$ cat src/design/pdc_pkg.sv
// Shared types, codes and saturating helpers for the position/delta PID controller.
// No dependencies; imported by every module of the block.
`default_nettype none

package pdc_pkg;

  localparam int unsigned FRAC_BITS = 16;
  localparam int unsigned DATA_W    = 32;
  localparam int unsigned LIM_W     = 31;
  localparam int unsigned CFG_IDX_W = 3;

  typedef enum logic [1:0] {
    MODE_POS  = 2'd0,
    MODE_INC  = 2'd1,
    MODE_RATE = 2'd2
  } ctrl_mode_e;

  typedef enum logic [CFG_IDX_W-1:0] {
    REG_CTRL_MODE    = 3'd0,
    REG_GAIN_P       = 3'd1,
    REG_GAIN_I       = 3'd2,
    REG_GAIN_D       = 3'd3,
    REG_INTEG_LIMIT  = 3'd4,
    REG_OUTPUT_LIMIT = 3'd5,
    REG_ERR_CEILING  = 3'd6,
    REG_DEAD_ZONE    = 3'd7
  } cfg_reg_e;

  localparam logic REQ_COMPUTE = 1'b0;
  localparam logic REQ_CLEAR   = 1'b1;

  typedef struct packed {
    logic [1:0]               ctrl_mode;
    logic signed [DATA_W-1:0] gain_p;
    logic signed [DATA_W-1:0] gain_i;
    logic signed [DATA_W-1:0] gain_d;
    logic [LIM_W-1:0]         integ_limit;
    logic [LIM_W-1:0]         output_limit;
    logic [LIM_W-1:0]         err_ceiling;
    logic [LIM_W-1:0]         dead_zone;
  } cfg_t;

  typedef struct packed {
    logic                     req_type;
    logic signed [DATA_W-1:0] measured;
    logic signed [DATA_W-1:0] target;
    logic signed [DATA_W-1:0] rate_meas;
  } item_t;

  localparam logic signed [34:0] SAT_MAX35 = 35'sd2147483647;
  localparam logic signed [34:0] SAT_MIN35 = -35'sd2147483648;

  function automatic logic signed [31:0] sat32(input logic signed [34:0] v);
    logic signed [31:0] r;
    if (v > SAT_MAX35) begin
      r = 32'sh7FFF_FFFF;
    end else if (v < SAT_MIN35) begin
      r = 32'sh8000_0000;
    end else begin
      r = $signed(v[31:0]);
    end
    return r;
  endfunction

  function automatic logic signed [34:0] ext35(input logic signed [31:0] v);
    return $signed({{3{v[31]}}, v});
  endfunction

  function automatic logic signed [31:0] clampm(input logic signed [31:0] v,
                                                input logic [LIM_W-1:0] lim);
    logic signed [31:0] lp;
    logic signed [31:0] ln;
    logic signed [31:0] r;
    lp = $signed({1'b0, lim});
    ln = -lp;
    if (v > lp) begin
      r = lp;
    end else if (v < ln) begin
      r = ln;
    end else begin
      r = v;
    end
    return r;
  endfunction

endpackage

`default_nettype wire

$ cat src/design/pdc_cfg_regs.sv
// Configuration register file: mode, gains, limits and error window.
// Depends on pdc_pkg for the register codes and the cfg_t bundle.
`default_nettype none

module pdc_cfg_regs (
  input  wire logic                           clk_i,
  input  wire logic                           rst_ni,
  input  wire logic                           cfg_valid_i,
  output logic                                cfg_ready_o,
  input  wire logic [pdc_pkg::CFG_IDX_W-1:0]  cfg_index_i,
  input  wire logic [pdc_pkg::DATA_W-1:0]     cfg_data_i,
  output pdc_pkg::cfg_t                       cfg_o
);
  import pdc_pkg::*;

  cfg_t cfg_q;
  cfg_t cfg_d;

  assign cfg_ready_o = 1'b1;

  always_comb begin
    cfg_d = cfg_q;
    if (cfg_valid_i) begin
      case (cfg_reg_e'(cfg_index_i))
        REG_CTRL_MODE:    cfg_d.ctrl_mode    = cfg_data_i[1:0];
        REG_GAIN_P:       cfg_d.gain_p       = $signed(cfg_data_i);
        REG_GAIN_I:       cfg_d.gain_i       = $signed(cfg_data_i);
        REG_GAIN_D:       cfg_d.gain_d       = $signed(cfg_data_i);
        REG_INTEG_LIMIT:  cfg_d.integ_limit  = cfg_data_i[LIM_W-1:0];
        REG_OUTPUT_LIMIT: cfg_d.output_limit = cfg_data_i[LIM_W-1:0];
        REG_ERR_CEILING:  cfg_d.err_ceiling  = cfg_data_i[LIM_W-1:0];
        REG_DEAD_ZONE:    cfg_d.dead_zone    = cfg_data_i[LIM_W-1:0];
        default:          cfg_d = cfg_q;
      endcase
    end
  end

  always_ff @(posedge clk_i or negedge rst_ni) begin
    if (!rst_ni) begin
      cfg_q <= '0;
    end else begin
      cfg_q <= cfg_d;
    end
  end

  assign cfg_o = cfg_q;

endmodule

`default_nettype wire

$ cat config.mk
export PLATFORM = sky130hd
export DESIGN_NAME = pdc_cfg_regs
export DESIGN_NICKNAME = d
export VERILOG_FILES = /design/src/design/pdc_pkg.sv /design/src/design/pdc_cfg_regs.sv
export SDC_FILE = /design/constraint.sdc
export NUM_CORES = 1
export LEC_CHECK = 0
export BUFFER_PORTS_ARGS = -buffer_cell sky130_fd_sc_hd__buf_2
export CAP_MARGIN = 20
export CORE_MARGIN = 1.5
export CORE_UTILIZATION = 32
export CTS_CLUSTER_SIZE = 24
export DETAILED_ROUTE_END_ITERATION = 7
export PLACE_DENSITY = 0.64
export SYNTH_ARGS = -nofsm -noshare
export SYNTH_HDL_FRONTEND = slang
export SYNTH_SLANG_ARGS = --single-unit
export TNS_END_PERCENT = 1
$ cat constraint.sdc
create_clock -name clk_i -period 0.8 [get_ports clk_i]
set_input_delay 0.08 -clock clk_i [delete_from_list [all_inputs] [get_ports clk_i]]
set_output_delay 0.08 -clock clk_i [all_outputs]
set_load 0.005 [all_outputs]
==> results.yml <==
run_status:
  violations: "negative setup slack"
  outcome: "complete, but fails checks"
global_route:
  grt_pass1_vias: 5603
  antenna_found_initial: 0
  grt_first_pass_wirelength_um: 32900
  grt_usage_pct: 15.9
  overflow: 0
  grt_max_degree: 38
sta:
  fin_crit_ns: 1.21
  setup_violations: 225
  fmax_ghz: 0.825
  worst_clock_skew_ns: 0
  slew_violations: 0
  grt_setup_unrepaired: "true"
  finalHoldViolations: 0
  finalCritPeriodShare_pct: 152
  layout_setup_ws_ns: -0.412
floorplan:
  die_x_um: 164
  io_pins: 261
  die-area_mm2: 0.0270
  core-area_mm2: 0.0254
  start_util_pct: 32.8
  core.rowCount: 58
  die_y_um: 164
setup_path:
  critical_path_required_ns: 0.72
  arrival_ns: 1.13
  endpoint_kind: "output port"
  cpPeakStageDelay_ns: 0.40
  cp-start-kind: "register"
  crit_fanout: 2
  path_buf_inv: 2
  path_common_cell: "buf_6"
  cp_slowest_cell: "dfrtp_1"
  worstSetupPathType: "reg -> out"
  crit_path_cell_trace: "buf_6, buf_6"
  critPathTopFamily: "flip-flops"
finish:
  antennaDiodeCount: 0
  design_area_mm2: 0.0119
  layout.nets: 843
  final_cells: 1153
  area_growth_pct: 42.9
  largest_reg_flops: 222
  layout-drive-gt1-share_pct: 68.0
routing:
  drtAntennaViolNets: 0
  first_pass_iters: 4
  vias: 5299
  finalWirelength_um: 21800
  drc: 0
  drt_first_iter_violations: 210
  wire_per_inst_um: 18.9
  viasPerCell: 4.60
place:
  place_inst: 1074
  placed_cell_area_mm2: 0.0106
  place_hpwl_um: 15000
  gp_congestion: 0.737
  io_buffers: 259
  dpl_worst_slack_ns: -0.525
synthesis:
  postSynthAreaPerCell_um2: 17.4
  synthMuxAreaShare_pct: 30.1
  ys_seq_area_share_pct: 66.6
  yosysWarningCount: 0
  yosys.area_share.simple_pct: 0.945
  synth_nets: 517
  synthTopCellsByArea: "dfrtp_1, mux2_2, mux2_1, buf_6, buf_2"
  synth_cell_types: 13
  synth_top_area_share_pct: 66.6
  synth_xor_area_share_pct: 0
  yosys.area.top_type: "dfrtp_1"
  ys_ff_latch: 222
  synth_top_family_by_area: "multiplexers"
  synthAdderAreaFrac_pct: 0
  synthCells: 479
  syn_area_mm2: 0.00834
  synth_compound_area_share_pct: 0
clock_network:
  h-tree-depth: 1
  cts_tree: "built"
  clockBufferDepth: 3
  cts_sinks: 222
  clk_pin_slew_ns: 0.06
  clock_tree.root_cell: "clkbuf_16"
  clkLatencyLatePin_ns: 0.51
  cts-buffers-inserted: 24
pwr:
  p_leak_uw: 0.00579
  ir_drop_mv: 1.79
  p_per_area_mw_per_mm2: 2900
hold_path:
  hp-class: "in -> async"
run:
  maxCapViolations: 0
## worst register-to-register path, cell delays in order (launching register included)
cell and delay, ns:
dfrtp_1 0.40, buf_4 0.14, buf_6 0.10, mux2_4 0.25
## what timing repair did
action | in CTS | in global routing
hold buffers | 33 | 0
buffers inserted | 2 | 1
gates resized for setup | 4 | 4
endpoints found under the setup margin | 222 | 231
hold endpoints to repair | 444 | 0
## layout by cell type, fill, tap and decap left out
cell and count:
nand4b_1 3, clkinv_8 1, dlygate4sd3_1 33, buf_4 16
nor4b_2 1, buf_12 15, dfrtp_1 222, buf_6 7
nand4_1 1, clkinv_2 4, bufinv_16 6, clkbuf_1 3
clkinvlp_4 1, buf_2 254, mux2_2 132, conb_1 1
and4bb_4 1, buf_8 1, clkbuf_16 24, mux2_4 90
clkbuf_8 5, and4bb_2 2
## logic make-up (layout without fill, tap and decap cells)
group | Yosys count | count (layout)
DFF | 222 | 222
and+or+nand+nor | 8 | 8
muxes | 222 | 222
other | 1 | 1
buffers and inverters | 26 | 370
## synth_stat cells (all sizes together)
master,n
buf,26
and4bb,3
nand4b,3
dfrtp,222
mux2,222
nand4,1
nor4b,1
conb,1
## stage by stage
stage / TNS (ns) / utilization (%) / total power, µW / hold WS [ns]
6_report: -67.56 / 46.9 / 34600 / 0.0321
5_1_grt: -77.44 / 46.9 / 36300 / 0.0441
4_1_cts: -74.84 / 46.8 / 35000 / 0.0193
3_5_place_dp: -97.15 / 41.8 / 22200 / -0.0147
3_3_place_gp: -94.31 / 41.8 / 22000 / -0.0137
2_1_floorplan: -57.29 / - / 18300 / -0.216
## metal layers
metal / vias to the layer above / wire length (µm) / global-route usage (%) / share of wire [%]
li1: 2344 / - / - / -
met1: 2739 / 9590 / 21.2 / 44
met2: 194 / 10100 / 25.7 / 46
met3: 22 / 1720 / 4.47 / 7.9
met4: 0 / 367 / 3.40 / 1.7
met5: - / 0 / 0 / 0
## layout make-up
cell class / instances / area [µm²]
Clock buffer: 32 / 681
Fill cell: 2239 / 13500
Clock inverter: 12 / 224
Multi-Input combinational cell: 231 / 2930
Timing Repair Buffer: 326 / 2120
Sequential cell: 222 / 5560
Tap cell: 330 / 413
## final timing paths
check                                       start                     end  slack [ns]  cells after the start
max                        cfg_o[178]$_DFFE_PN0P_              cfg_o[178]       -0.41                      2
min                                        rst_ni  cfg_o[112]$_DFFE_PN0P_        0.03                      2
max reg2reg                cfg_o[174]$_DFFE_PN0P_  cfg_o[174]$_DFFE_PN0P_       -0.21                      3
min reg2reg                cfg_o[138]$_DFFE_PN0P_  cfg_o[138]$_DFFE_PN0P_        0.50                      1
max in group asynchronous                  rst_ni   cfg_o[42]$_DFFE_PN0P_        0.23                      3
min in group clk_i                 cfg_index_i[2]  cfg_o[220]$_DFFE_PN0P_        0.15                      4
## power by group
part	leakage (µW)	internal, µW	switching [µW]
registers	0.00266	13700	1340
clock network	0.000443	7920	4520
logic	0.00269	4440	2680
Power figures use the tool's default switching activity.
